[src/rtl/core/srh_pkg.sv]
// shared types and constants for the segment rectangle hit unit
package srh_pkg;

  localparam int unsigned CoordW    = 32;
  localparam int unsigned DeltaW    = CoordW + 1;
  localparam int unsigned ProdW     = 2 * DeltaW;
  localparam int unsigned QuotW     = 34;
  localparam int unsigned SumW      = QuotW + 2;
  localparam int unsigned LaneLat   = QuotW + 4;
  localparam int unsigned FifoDepth = 4;
  localparam int unsigned FifoPtrW  = 2;
  localparam int unsigned FifoCntW  = 3;
  localparam int unsigned NumLanes  = 3;

  typedef enum logic [1:0] {
    EDGE_MAX_Y = 2'd0,
    EDGE_MIN_X = 2'd1,
    EDGE_MAX_X = 2'd2,
    EDGE_MIN_Y = 2'd3
  } edge_e;

  typedef struct packed {
    logic [CoordW-1:0] start_x;
    logic [CoordW-1:0] start_y;
    logic [CoordW-1:0] end_x;
    logic [CoordW-1:0] end_y;
    logic [CoordW-1:0] box_min_x;
    logic [CoordW-1:0] box_min_y;
    logic [CoordW-1:0] box_max_x;
    logic [CoordW-1:0] box_max_y;
  } srh_in_t;

  typedef struct packed {
    logic              hit;
    logic [CoordW-1:0] hit_x;
    logic [CoordW-1:0] hit_y;
    logic [1:0]        hit_edge;
  } srh_out_t;

  // one crossing candidate: base + trunc(a * b / d), kept if lo < result < hi
  typedef struct packed {
    logic              en;
    logic [DeltaW-1:0] a;
    logic [DeltaW-1:0] b;
    logic [DeltaW-1:0] d;
    logic [CoordW-1:0] base;
    logic [CoordW-1:0] lo;
    logic [CoordW-1:0] hi;
    logic [CoordW-1:0] fixed;
  } lane_req_t;

  typedef struct packed {
    logic              hit;
    logic [CoordW-1:0] coord;
    logic [CoordW-1:0] fixed;
  } lane_res_t;

  typedef struct packed {
    lane_req_t [NumLanes-1:0] lanes;
    edge_e                    edge_a;
  } srh_item_t;

  typedef struct packed {
    logic full;
    logic empty;
  } fifo_stat_t;

endpackage

[src/rtl/core/srh_fifo.sv]
// short queue between the front end and the back end
module srh_fifo (
  input  logic                    clk_i,
  input  logic                    rst_ni,
  input  logic                    push_i,
  input  srh_pkg::srh_item_t      data_i,
  input  logic                    pop_i,
  output logic                    valid_o,
  output srh_pkg::srh_item_t      data_o,
  output srh_pkg::fifo_stat_t     stat_o
);

  srh_pkg::srh_item_t                  mem [srh_pkg::FifoDepth];
  logic [srh_pkg::FifoPtrW-1:0]        wr_ptr_q, rd_ptr_q;
  logic [srh_pkg::FifoCntW-1:0]        cnt_q;
  logic                                do_push, do_pop;

  assign stat_o.full  = cnt_q == srh_pkg::FifoCntW'(srh_pkg::FifoDepth);
  assign stat_o.empty = cnt_q == '0;
  assign valid_o      = !stat_o.empty;
  assign data_o       = mem[rd_ptr_q];
  assign do_push      = push_i && !stat_o.full;
  assign do_pop       = pop_i && !stat_o.empty;

  always_ff @(posedge clk_i or negedge rst_ni) begin
    if (!rst_ni) begin
      wr_ptr_q <= '0;
      rd_ptr_q <= '0;
      cnt_q    <= '0;
    end else begin
      if (do_push) begin
        wr_ptr_q <= wr_ptr_q + 1'b1;
      end
      if (do_pop) begin
        rd_ptr_q <= rd_ptr_q + 1'b1;
      end
      if (do_push && !do_pop) begin
        cnt_q <= cnt_q + 1'b1;
      end else if (do_pop && !do_push) begin
        cnt_q <= cnt_q - 1'b1;
      end
    end
  end

  always_ff @(posedge clk_i) begin
    if (do_push) begin
      mem[wr_ptr_q] <= data_i;
    end
  end

endmodule

[config.mk]
export PLATFORM = sky130hd
export DESIGN_NAME = srh_fifo
export DESIGN_NICKNAME = d
export VERILOG_FILES = /design/src/rtl/core/srh_pkg.sv /design/src/rtl/core/srh_fifo.sv
export SDC_FILE = /design/constraint.sdc
export NUM_CORES = 2
export LEC_CHECK = 0
export ABC_AREA = 1
export BUFFER_PORTS_ARGS = -buffer_cell sky130_fd_sc_hd__buf_4
export CORE_AREA = 10 10 536 538
export DETAILED_ROUTE_END_ITERATION = 7
export DIE_AREA = 0 0 546 548
export PLACE_DENSITY = 0.64
export SYNTH_ARGS = -nofsm -noshare
export SYNTH_HDL_FRONTEND = slang
export SYNTH_SLANG_ARGS = --single-unit
[constraint.sdc]
create_clock -name clk_i -period 74.7 [get_ports clk_i]
set_clock_uncertainty 0.1 [all_clocks]
set_input_delay 14.94 -clock clk_i [delete_from_list [all_inputs] [get_ports clk_i]]
set_output_delay 14.94 -clock clk_i [all_outputs]
set_load 0.005 [all_outputs]
==> metrics.yaml <==
drive_gt1_share_pct: 19.5
cts.htree.levels: 5
postCtsHoldBufs: 0
ys_async_sr_fraction_pct: 0.254
finalSetupTns_ns: 0
via_per_inst: 4.93
busiest_layer: "met2"
ant_nets: 0
die_y_um: 548
min-delay-start: "cnt_q[2]$_DFFE_PN0P_"
synth_ff_type: "edfxtp_1"
syn_avg_cell_area_sq_um: 13.4
relSlewSlack_pct: 22.2
ir_worst_vdd_v: 0.0000489
drv_slew: 0
use_met3_pct: 8.09
hold-worst-slack_ns: 0.443
hold_violations: 0
yosys.area_share.simple_pct: 7.26
wirelength_um: 301000
crit_fanout: 255
synth_top_family_by_area: "compound AO/OA/AOI/OAI gates"
cpPeakStageDelay_ns: 0.94
dr.pass1.iters: 6
hold_class: "flop to flop"
antenna_found_initial: 102
clock_latency_ns: 0.87
yosysSeqAreaShare_pct: 76.3
syn-instance-count: 8065
syn-num-nets: 8761
yosys.area.top_type: "edfxtp_1"
row_count: 193
layout_common_cells: "edfxtp_1, nand2_1, buf_4"
grt_util_all_layers_pct: 19.1
maxCapViolCount: 0
synth_area_leaders: "edfxtp_1, o211ai_1, nand2_1, inv_1, buf_2"
grt_pass1_vias: 64000
cts_tree: "yes"
dr.first_iter.drc_count: 4963
hold_path_depth: 2
final_common_cell: "edfxtp_1"
synth_top_cell_area_share_pct: 76.2
worstSetupStartpointType: "flop"
p_per_area_nw_per_um2: 40.8
fp.coreArea_sq_um: 276000
die_w_um: 546
path_class: "flop to output port"
io_buffers: 1378
crit_path_frequent_cell: "buf_4"
grt_max_degree: 256
period_share_pct: 29.7
fillers: 23700
grt_pass1_wl_um: 434000
run_status: "finished clean"
min_period_ns: 22.21
worstPathCellList: "inv_8, buf_4, buf_12, buf_4, buf_4, buf_12, nand2_1, o211ai_1, nand2_1, buf_4"
synth_compound_gate_area_share_pct: 9.53
leakage_uw: 0.0518
worst_slew_pin_slew_ns: 1.16
synthXorXnorAreaFrac_pct: 0.00810
io_pins: 1379
numCtsBuffers: 295
fmax_mhz: 45.0
cts.sinks: 2751
met1_usage_pct: 22.8
vias: 65800
post_cts_buffers: 0
crit_arrival_ns: 7.17
regToRegSetupSlack_ns: 68.32
fin_nets: 10100
synth_mux_area_share_pct: 0
worst-endpoint-required_ns: 59.66
drcViolationCount: 0
place_congestion: 0.843
synth_edf_count: 2744
grt_overflow: 0
cts_resized: 0
timing.rr.start: "cnt_q[0]$_DFFE_PN0P_"
clock_path_buffers: 4
rsz0062_at_grt: "false"
met2_usage_pct: 31.7
synth.distinct_cells: 17
worstRegToRegCells: 10
synthToLayoutAreaGrowth_pct: 21.4
pre_cts_ws_ns: 53.48
synthAdderAreaFrac_pct: 0.0763
ctsRootBufferMaster: "clkbuf_16"
finalSetupViolations: 0
min_to: "cnt_q[2]$_DFFE_PN0P_"
start_util_pct: 39.2
dpl.cell_count: 12800
ys_ff_latch: 2751
synth_area_sq_um: 108000
final_cells: 13300
setup_slack_ns: 52.49
critPathSlowestCell: "buf_4"
wl_per_cell_um: 22.6
ys_warn_count: 0
clk_pin_slew_ns: 0.06
reg2reg_to: "mem[1][427]$_DFFE_PP_"
die_area_sq_um: 299000
cp-end-kind: "output port"
hpwl_um: 201000
==> cells in the mapped netlist (2+ instances only) <==
cell type and n:
nor2_1 4, dfrtp_1 7, o211ai_1 1372, buf_2 332, nand3_1 7, inv_1 1388, clkbuf_1 115, ha_1 5
edfxtp_1 2744, buf_4 2, nand2_1 2076, buf_1 8
==> power by group <==
part,total (uW),internal (uW),switching [uW],leakage [uW]
registers,2090,2030,64.6,0.0252
clock network,1410,819,593,0.00455
logic,1860,648,1210,0.0220
total,5360,3500,1870,0.0518
==> cell families after synthesis <==
logic type                 count (synthesis)
xor gates and xnor gates                   1
buffers and inverters                   1846
AOI/OAI and AO/OA                       1373
and+or+nand+nor                         2088
adders and majority gates                  6
DFF                                     2751
==> area by class of cell <==
| cell class | count | area (sq um) | share of cell area, % |
|---|---|---|---|
| antenna | 46 | 115 | 0.0877 |
| timing repair buffer | 1461 | 11100 | 8.48 |
| clock buffer | 363 | 7720 | 5.88 |
| sequential | 2751 | 82600 | 62.9 |
| inverter | 1389 | 5230 | 3.98 |
| tap | 3705 | 4640 | 3.53 |
| clock inverter | 164 | 1600 | 1.22 |
| multi-input combinational | 3468 | 18300 | 13.9 |
==> routing by layer <==
metal / wire length, um / vias to the layer above / share of wire (%)
met2: 145000 / 2106 / 48
met4: 8320 / 84 / 2.8
li1: - / 31000 / -
met3: 31600 / 484 / 11
met1: 115000 / 32100 / 38
met5: 551 / - / 0.18
==> sequential cells by signal, indices dropped and copies added, names as in the netlist <==
| name | cells |
|---|---|
| wr_ptr_q | 2 |
| rd_ptr_q | 2 |
| mem | 2744 |
| cnt_q | 3 |
==> per-stage QoR <==
step | instance area [sq um] | util, % | total power [uW]
floorplan | 108000 | - | 3400
global placement | 122000 | 44.1 | 3980
detailed placement | 122000 | 44.1 | 4010
CTS | 131000 | 47.5 | 5430
global route | 131000 | 47.5 | 5650
finish | 131000 | 47.6 | 5360
==> worst max-delay path, delay by kind of cell (launching register included) <==
kind,cells,cell delay [ns]
buffers and inverters,7,4.75
DFF,1,0.45
and+or+nand+nor,2,0.24
AOI/OAI and AO/OA,1,0.15
==> how the worst max path moves through the flow <==
| stage | to | slack (ns) | from |
|---|---|---|---|
| after floorplan | mem[0][0]$_DFFE_PP_ | 29.41 | push_i |
| after global placement | data_o[326] | 53.65 | rd_ptr_q[0]$_DFFE_PN0P_ |
| after detailed placement | data_o[372] | 53.48 | rd_ptr_q[0]$_DFFE_PN0P_ |
| after CTS | data_o[514] | 52.48 | rd_ptr_q[0]$_DFFE_PN0P_ |
| after global routing | data_o[391] | 51.86 | rd_ptr_q[0]$_DFFE_PN0P_ |
| final | data_o[391] | 52.49 | rd_ptr_q[0]$_DFFE_PN0P_ |
No activity file was read; power rests on OpenSTA's default activity.
