===== config.mk =====
export PLATFORM = sky130hd
export DESIGN_NAME = srh_front
export DESIGN_NICKNAME = d
export VERILOG_FILES = /design/src/rtl/core/srh_pkg.sv /design/src/rtl/core/srh_front.sv
export SDC_FILE = /design/constraint.sdc
export NUM_CORES = 1
export LEC_CHECK = 0
export BUFFER_PORTS_ARGS = -buffer_cell sky130_fd_sc_hd__buf_2
export CAP_MARGIN = 20
export CORE_AREA = 2 2 371 373
export CTS_CLUSTER_SIZE = 20
export DETAILED_ROUTE_END_ITERATION = 6
export DIE_AREA = 0 0 373 375
export PLACE_DENSITY = 0.39
export SLEW_MARGIN = 25
export SYNTH_ARGS = -nofsm -noshare
export SYNTH_HDL_FRONTEND = slang
export SYNTH_SLANG_ARGS = --single-unit

===== constraint.sdc =====
create_clock -name clk_i -period 23.4 [get_ports clk_i]
set_input_delay 2.34 -clock clk_i [delete_from_list [all_inputs] [get_ports clk_i]]
set_output_delay 2.34 -clock clk_i [all_outputs]
set_load 0.05 [all_outputs]

===== src/rtl/core/srh_pkg.sv =====
// shared types and constants for the segment rectangle hit unit
package srh_pkg;

  localparam int unsigned CoordW    = 32;
  localparam int unsigned DeltaW    = CoordW + 1;
  localparam int unsigned ProdW     = 2 * DeltaW;
  localparam int unsigned QuotW     = 34;
  localparam int unsigned SumW      = QuotW + 2;
  localparam int unsigned LaneLat   = QuotW + 4;
  localparam int unsigned FifoDepth = 4;
  localparam int unsigned FifoPtrW  = 2;
  localparam int unsigned FifoCntW  = 3;
  localparam int unsigned NumLanes  = 3;

  typedef enum logic [1:0] {
    EDGE_MAX_Y = 2'd0,
    EDGE_MIN_X = 2'd1,
    EDGE_MAX_X = 2'd2,
    EDGE_MIN_Y = 2'd3
  } edge_e;

  typedef struct packed {
    logic [CoordW-1:0] start_x;
    logic [CoordW-1:0] start_y;
    logic [CoordW-1:0] end_x;
    logic [CoordW-1:0] end_y;
    logic [CoordW-1:0] box_min_x;
    logic [CoordW-1:0] box_min_y;
    logic [CoordW-1:0] box_max_x;
    logic [CoordW-1:0] box_max_y;
  } srh_in_t;

  typedef struct packed {
    logic              hit;
    logic [CoordW-1:0] hit_x;
    logic [CoordW-1:0] hit_y;
    logic [1:0]        hit_edge;
  } srh_out_t;

  // one crossing candidate: base + trunc(a * b / d), kept if lo < result < hi
  typedef struct packed {
    logic              en;
    logic [DeltaW-1:0] a;
    logic [DeltaW-1:0] b;
    logic [DeltaW-1:0] d;
    logic [CoordW-1:0] base;
    logic [CoordW-1:0] lo;
    logic [CoordW-1:0] hi;
    logic [CoordW-1:0] fixed;
  } lane_req_t;

  typedef struct packed {
    logic              hit;
    logic [CoordW-1:0] coord;
    logic [CoordW-1:0] fixed;
  } lane_res_t;

  typedef struct packed {
    lane_req_t [NumLanes-1:0] lanes;
    edge_e                    edge_a;
  } srh_item_t;

  typedef struct packed {
    logic full;
    logic empty;
  } fifo_stat_t;

endpackage


===== src/rtl/core/srh_front.sv =====
// front end: accepts queries and classifies them into crossing candidates
module srh_front (
  input  logic              clk_i,
  input  logic              rst_ni,
  input  logic              in_valid_i,
  output logic              in_ready_o,
  input  srh_pkg::srh_in_t  in_data_i,
  input  logic              fifo_full_i,
  output logic              push_o,
  output srh_pkg::srh_item_t item_o
);

  logic                  valid_q;
  srh_pkg::srh_item_t    item_q, item_d;
  logic signed [31:0]    sx, sy, ex, ey, bx0, by0, bx1, by1;
  logic signed [32:0]    dx, dy;
  logic                  trivial, above, below, left_of;
  logic [31:0]           hy;

  always_comb begin
    sx  = $signed(in_data_i.start_x);
    sy  = $signed(in_data_i.start_y);
    ex  = $signed(in_data_i.end_x);
    ey  = $signed(in_data_i.end_y);
    bx0 = $signed(in_data_i.box_min_x);
    by0 = $signed(in_data_i.box_min_y);
    bx1 = $signed(in_data_i.box_max_x);
    by1 = $signed(in_data_i.box_max_y);
    dx  = $signed({ex[31], ex}) - $signed({sx[31], sx});
    dy  = $signed({ey[31], ey}) - $signed({sy[31], sy});
    trivial = (sx <= bx0 && ex <= bx0) || (sy <= by0 && ey <= by0) ||
              (sx >= bx1 && ex >= bx1) || (sy >= by1 && ey >= by1);
    above   = sy > by1;
    below   = sy < by0;
    left_of = sx < bx0;
    hy      = above ? in_data_i.box_max_y : in_data_i.box_min_y;

    item_d.edge_a = above ? srh_pkg::EDGE_MAX_Y : srh_pkg::EDGE_MIN_Y;

    // horizontal edge
    item_d.lanes[0].en    = !trivial && (above || below) && (dy != '0);
    item_d.lanes[0].a     = dx;
    item_d.lanes[0].b     = $signed({hy[31], hy}) - $signed({sy[31], sy});
    item_d.lanes[0].d     = dy;
    item_d.lanes[0].base  = in_data_i.start_x;
    item_d.lanes[0].lo    = in_data_i.box_min_x;
    item_d.lanes[0].hi    = in_data_i.box_max_x;
    item_d.lanes[0].fixed = hy;

    // min-x edge
    item_d.lanes[1].en    = !trivial && (above || below || left_of) && (dx != '0);
    item_d.lanes[1].a     = dy;
    item_d.lanes[1].b     = $signed({bx0[31], bx0}) - $signed({sx[31], sx});
    item_d.lanes[1].d     = dx;
    item_d.lanes[1].base  = in_data_i.start_y;
    item_d.lanes[1].lo    = in_data_i.box_min_y;
    item_d.lanes[1].hi    = in_data_i.box_max_y;
    item_d.lanes[1].fixed = in_data_i.box_min_x;

    // max-x edge
    item_d.lanes[2].en    = !trivial && (above || below || !left_of) && (dx != '0);
    item_d.lanes[2].a     = dy;
    item_d.lanes[2].b     = $signed({bx1[31], bx1}) - $signed({sx[31], sx});
    item_d.lanes[2].d     = dx;
    item_d.lanes[2].base  = in_data_i.start_y;
    item_d.lanes[2].lo    = in_data_i.box_min_y;
    item_d.lanes[2].hi    = in_data_i.box_max_y;
    item_d.lanes[2].fixed = in_data_i.box_max_x;
  end

  assign in_ready_o = !valid_q || !fifo_full_i;
  assign push_o     = valid_q && !fifo_full_i;
  assign item_o     = item_q;

  always_ff @(posedge clk_i or negedge rst_ni) begin
    if (!rst_ni) begin
      valid_q <= 1'b0;
    end else if (in_valid_i && in_ready_o) begin
      valid_q <= 1'b1;
    end else if (push_o) begin
      valid_q <= 1'b0;
    end
  end

  always_ff @(posedge clk_i) begin
    if (in_valid_i && in_ready_o) begin
      item_q <= item_d;
    end
  end

endmodule


==> reports/qor_table.md <==
| Quantity | This run |
| --- | --- |
| Category of the worst setup path capture point | register |
| Ratio of cells with drive above 1 in the final layout | 32.1% |
| RSZ-0062 raised after global routing | no |
| Final ANT Viol Nets | 0 |
| Post-Syn Instances | 2549 |
| Number of cell rows | 136 |
| Actual slew at the worst max-slew pin | 1.14 ns |
| Total routed wirelength | 116 mm |
| Number of resized instances in the post-cts repair step | 0 |
| Initial core utilization | 20.0% |
| Drt first-iter violations | 1279 |
| Leftover overflow at the end of global routing | 0 |
| Critical path start-end classification | input port to register |
| Number of violations of the max-capacitance limit | 0 |
| Wire length of the first global-routing pass | 160 mm |
| Hold_ws | 0.548 ns |
| Total number of nets in the final design | 3868 |
| Port Buffer Count | 947 |
| Die area | 140000 sq um |
| Global-route total usage across every layer | 15.9% |
| Worst path required time | 23.80 ns |
| Worst-case vdd ir drop | 0.0550 mV |
| Boundary Pins | 948 |
| Maximum number of pins on one net before global-route repair | 73 |
| Netlist area before placement | 27200 sq um |
| Number of buffers on the longest clock path | 3 |
| Hold_buf cts | 0 |
| Die span in x | 373 um |
| Predominant post-synthesis flop cell | sky130_fd_sc_hd__edfxtp_1 |
| First-pass detailed-route iteration total | 5 |
| Number of hold-slack violations in the final timing report | 0 |
| Final period util | 40.4% |
| Final weighted congestion in routability-driven placement | 0.870 |
| Number of clock sinks | 394 |
| Detailed placement HPWL | 97.5 mm |
| TritonCTS clock tree | built |
| Setup bufs post-CTS | 0 |
| Post-synth cell types | 78 |
| Highest attainable clock frequency | 106 MHz |
| Relative area change from synthesis to final layout | 24.0% |
| Area of the core | 136000 sq um |
| Number of enable-type register cells in the synthesized netlist | 393 |
| Final slew viol count | 0 |
| Number of buffers inserted during clock tree synthesis | 53 |
| Leakage dissipation | 0.0155 uW |
| Synthesis Warnings | 0 |
| Final setup violation count | 0 |
| Fin crit period | 9.45 ns |
| Root Buffer | sky130_fd_sc_hd__clkbuf_16 |
| Worst min-delay path class | register to register |
| Number of storage elements in the synthesis netlist | 394 |
| Setup clock skew after layout | 0.0355 ns |
| Maximum fanout along the worst path | 65 |
| Sequential-to-total area share from yosys stat | 43.4% |
| Data arrival time of the critical path | 9.85 ns |
| Max-slew headroom | 23.8% |
| Detailed-route wire length per cell | 22.7 um |
| Final non-filler cell area | 33800 sq um |
| Cell area after placement | 32000 sq um |
| Initial antenna violation count | 22 |
| Die height | 375 um |
| H-tree depth | 2 |
| Share of synthesized flip-flops with an asynchronous set or reset | 0.254% |
| Via count | 21.9k |
| Clock latency on the worst-skew pair | 0.65 ns |
| Vias in the first global route | 21.6k |
| Syn nets | 3168 |
| Result of the run | finished clean |
| Number of DRC violations after detailed routing | 0 |
| Setup TNS | 0 ns |
| Post-Syn Area per Cell | 10.7 sq um |
| Launching element type of the critical path | input port |
| Via density per instance | 4.29 |
| Clk slew on worst S/H paths | 0.06 ns |
| PD cells | 81.3 nW/um^2 |
-- worst paths after layout --
| check | start | slack [ns] | end | cells after the start |
|---|---|---|---|---|
| worst min register to register | valid_q | 0.55 | valid_q | 2 |
| worst max register to register | valid_q | 20.17 | item_o[419] | 4 |
| worst max-delay path | in_data_i[14] | 13.95 | item_o[193] | 26 |
| max in group asynchronous | rst_ni | 21.83 | valid_q | 1 |
| min in group asynchronous | rst_ni | 1.49 | valid_q | 1 |
| worst min-delay path | valid_q | 0.55 | valid_q | 2 |
-- power breakdown --
part | internal, uW | leakage (uW) | switching, uW
registers | 876 | 0.00376 | 39.9
logic | 260 | 0.0109 | 743
clock network | 479 | 0.000840 | 349
total | 1620 | 0.0155 | 1130
-- cell families after synthesis --
kind of cell             count (synthesis)  synth area share [%]
AO/OA/AOI/OAI                          610                  14.7
XOR/XNOR                               130                  4.18
adder cells (fa/ha/maj)                359                  16.6
buffers and inverters                  572                  11.9
flip-flops                             394                  43.4
multiplexers                             3                 0.110
AND/OR/NAND/NOR                        481                  9.09
-- metrics by stage --
step / setup slack, ns / std cells / power, uW / utilization (%)
after global routing: 13.56 / 5090 / 2880 / 24.8
after floorplan: 10.94 / 2549 / 1690 / -
after detailed placement: 13.37 / 4988 / 1940 / 23.5
after global placement: 12.91 / 4988 / 1940 / 23.5
final: 13.95 / 5093 / 2750 / 24.8
after CTS: 14.07 / 5086 / 2790 / 24.8
-- final cells by class --
class | instances | area (sq um)
Multi-Input combinational cell | 1583 | 12200
Inverter | 262 | 983
Fill cell | 14800 | 103000
Clock buffer | 66 | 1400
Clock inverter | 32 | 325
Antenna cell | 7 | 17.5
Tap cell | 1794 | 2240
Timing Repair Buffer | 955 | 4800
Sequential cell | 394 | 11800
-- state kept, by name, summed over array words and instances, names as in the netlist --
name	cells
valid_q	1
item_o	393
-- metal layers --
metal | up-vias | part of all wire [%] | GRT usage [%]
met3 | 114 | 5.7 | 3.28
met4 | 10 | 2.1 | 3.75
met5 | - | 0.046 | 0
li1 | 10500 | - | -
met2 | 699 | 46 | 25.6
met1 | 10500 | 47 | 21.6
-- synth_stat cells, types with 6 or more instances --
cell | count | area, sq um
sky130_fd_sc_hd__a221o_1 | 6 | 60.1
sky130_fd_sc_hd__a221oi_1 | 7 | 61.3
sky130_fd_sc_hd__and3_1 | 15 | 93.8
sky130_fd_sc_hd__o21ai_1 | 10 | 50.1
sky130_fd_sc_hd__o211ai_1 | 17 | 128
sky130_fd_sc_hd__ha_1 | 354 | 4430
sky130_fd_sc_hd__or4_1 | 6 | 45.0
sky130_fd_sc_hd__clkbuf_1 | 15 | 56.3
sky130_fd_sc_hd__a211oi_1 | 16 | 120
sky130_fd_sc_hd__nand3_1 | 42 | 210
sky130_fd_sc_hd__nor2b_1 | 35 | 219
sky130_fd_sc_hd__a2111oi_0 | 11 | 96.3
sky130_fd_sc_hd__inv_1 | 262 | 983
sky130_fd_sc_hd__or2_2 | 8 | 50.1
sky130_fd_sc_hd__nand2_1 | 106 | 398
sky130_fd_sc_hd__xnor2_1 | 99 | 867
sky130_fd_sc_hd__nor2_1 | 95 | 357
sky130_fd_sc_hd__buf_4 | 293 | 2200
sky130_fd_sc_hd__a21o_1 | 112 | 841
sky130_fd_sc_hd__edfxtp_1 | 393 | 11800
sky130_fd_sc_hd__a2111o_1 | 10 | 113
sky130_fd_sc_hd__a31oi_1 | 22 | 138
sky130_fd_sc_hd__nand2b_1 | 24 | 150
sky130_fd_sc_hd__and4_1 | 8 | 70.1
sky130_fd_sc_hd__o21bai_1 | 19 | 143
sky130_fd_sc_hd__xor2_1 | 31 | 272
sky130_fd_sc_hd__o21a_1 | 27 | 203
sky130_fd_sc_hd__nand4_1 | 54 | 338
sky130_fd_sc_hd__nor4_1 | 14 | 87.6
sky130_fd_sc_hd__nor3_1 | 37 | 185
sky130_fd_sc_hd__and2_1 | 12 | 75.1
sky130_fd_sc_hd__o21ai_0 | 107 | 536
sky130_fd_sc_hd__o31ai_1 | 7 | 52.6
sky130_fd_sc_hd__or3_1 | 11 | 68.8
sky130_fd_sc_hd__a21oi_1 | 178 | 891
-- critical path, cell delays in order --
cell and delay, ns:
sky130_fd_sc_hd__buf_2 0.13, sky130_fd_sc_hd__inv_1 0.11, sky130_fd_sc_hd__ha_1 0.31, sky130_fd_sc_hd__nand4_1 0.18, sky130_fd_sc_hd__nor4_2 0.64, sky130_fd_sc_hd__o21ai_0 0.36, sky130_fd_sc_hd__o211ai_1 0.40, sky130_fd_sc_hd__a21oi_1 0.17
sky130_fd_sc_hd__xnor2_1 0.20, sky130_fd_sc_hd__nand2b_2 0.14, sky130_fd_sc_hd__buf_4 0.56, sky130_fd_sc_hd__mux2i_1 0.32, sky130_fd_sc_hd__ha_1 0.21, sky130_fd_sc_hd__inv_1 0.05, sky130_fd_sc_hd__fa_1 0.40, sky130_fd_sc_hd__a21oi_1 0.22
sky130_fd_sc_hd__o221ai_1 0.21, sky130_fd_sc_hd__a21oi_1 0.30, sky130_fd_sc_hd__o21bai_1 0.25, sky130_fd_sc_hd__a311o_1 0.52, sky130_fd_sc_hd__a2111o_1 0.46, sky130_fd_sc_hd__a31oi_1 0.41, sky130_fd_sc_hd__o21ai_1 0.21, sky130_fd_sc_hd__o41a_1 0.37
sky130_fd_sc_hd__a21oi_1 0.21, sky130_fd_sc_hd__xnor2_1 0.08
-- layout by cell type, fill, tap and decap left out, types with 8 or more instances in the layout --
cell	instances
sky130_fd_sc_hd__o21a_1	27
sky130_fd_sc_hd__a211oi_1	16
sky130_fd_sc_hd__nor2_1	95
sky130_fd_sc_hd__clkinv_1	8
sky130_fd_sc_hd__nand4_1	54
sky130_fd_sc_hd__clkbuf_16	54
sky130_fd_sc_hd__nor3_1	37
sky130_fd_sc_hd__ha_1	354
sky130_fd_sc_hd__a21o_1	112
sky130_fd_sc_hd__nor2b_1	35
sky130_fd_sc_hd__edfxtp_1	393
sky130_fd_sc_hd__o21ai_1	10
sky130_fd_sc_hd__xor2_1	31
sky130_fd_sc_hd__nand2b_1	23
sky130_fd_sc_hd__a2111o_1	10
sky130_fd_sc_hd__nor4_1	11
sky130_fd_sc_hd__nand3_1	42
sky130_fd_sc_hd__o21ai_0	107
sky130_fd_sc_hd__nand2_1	106
sky130_fd_sc_hd__o211ai_1	17
sky130_fd_sc_hd__buf_4	8
sky130_fd_sc_hd__a2111oi_0	11
sky130_fd_sc_hd__xnor2_1	99
sky130_fd_sc_hd__and2_1	11
sky130_fd_sc_hd__and3_1	15
sky130_fd_sc_hd__and4_1	8
sky130_fd_sc_hd__inv_1	262
sky130_fd_sc_hd__a21oi_1	178
sky130_fd_sc_hd__o21bai_1	19
sky130_fd_sc_hd__or2_2	8
sky130_fd_sc_hd__clkbuf_1	12
sky130_fd_sc_hd__clkinv_2	10
sky130_fd_sc_hd__or3_1	11
sky130_fd_sc_hd__buf_2	947
sky130_fd_sc_hd__a31oi_1	22
Power figures use the tool's default switching activity.
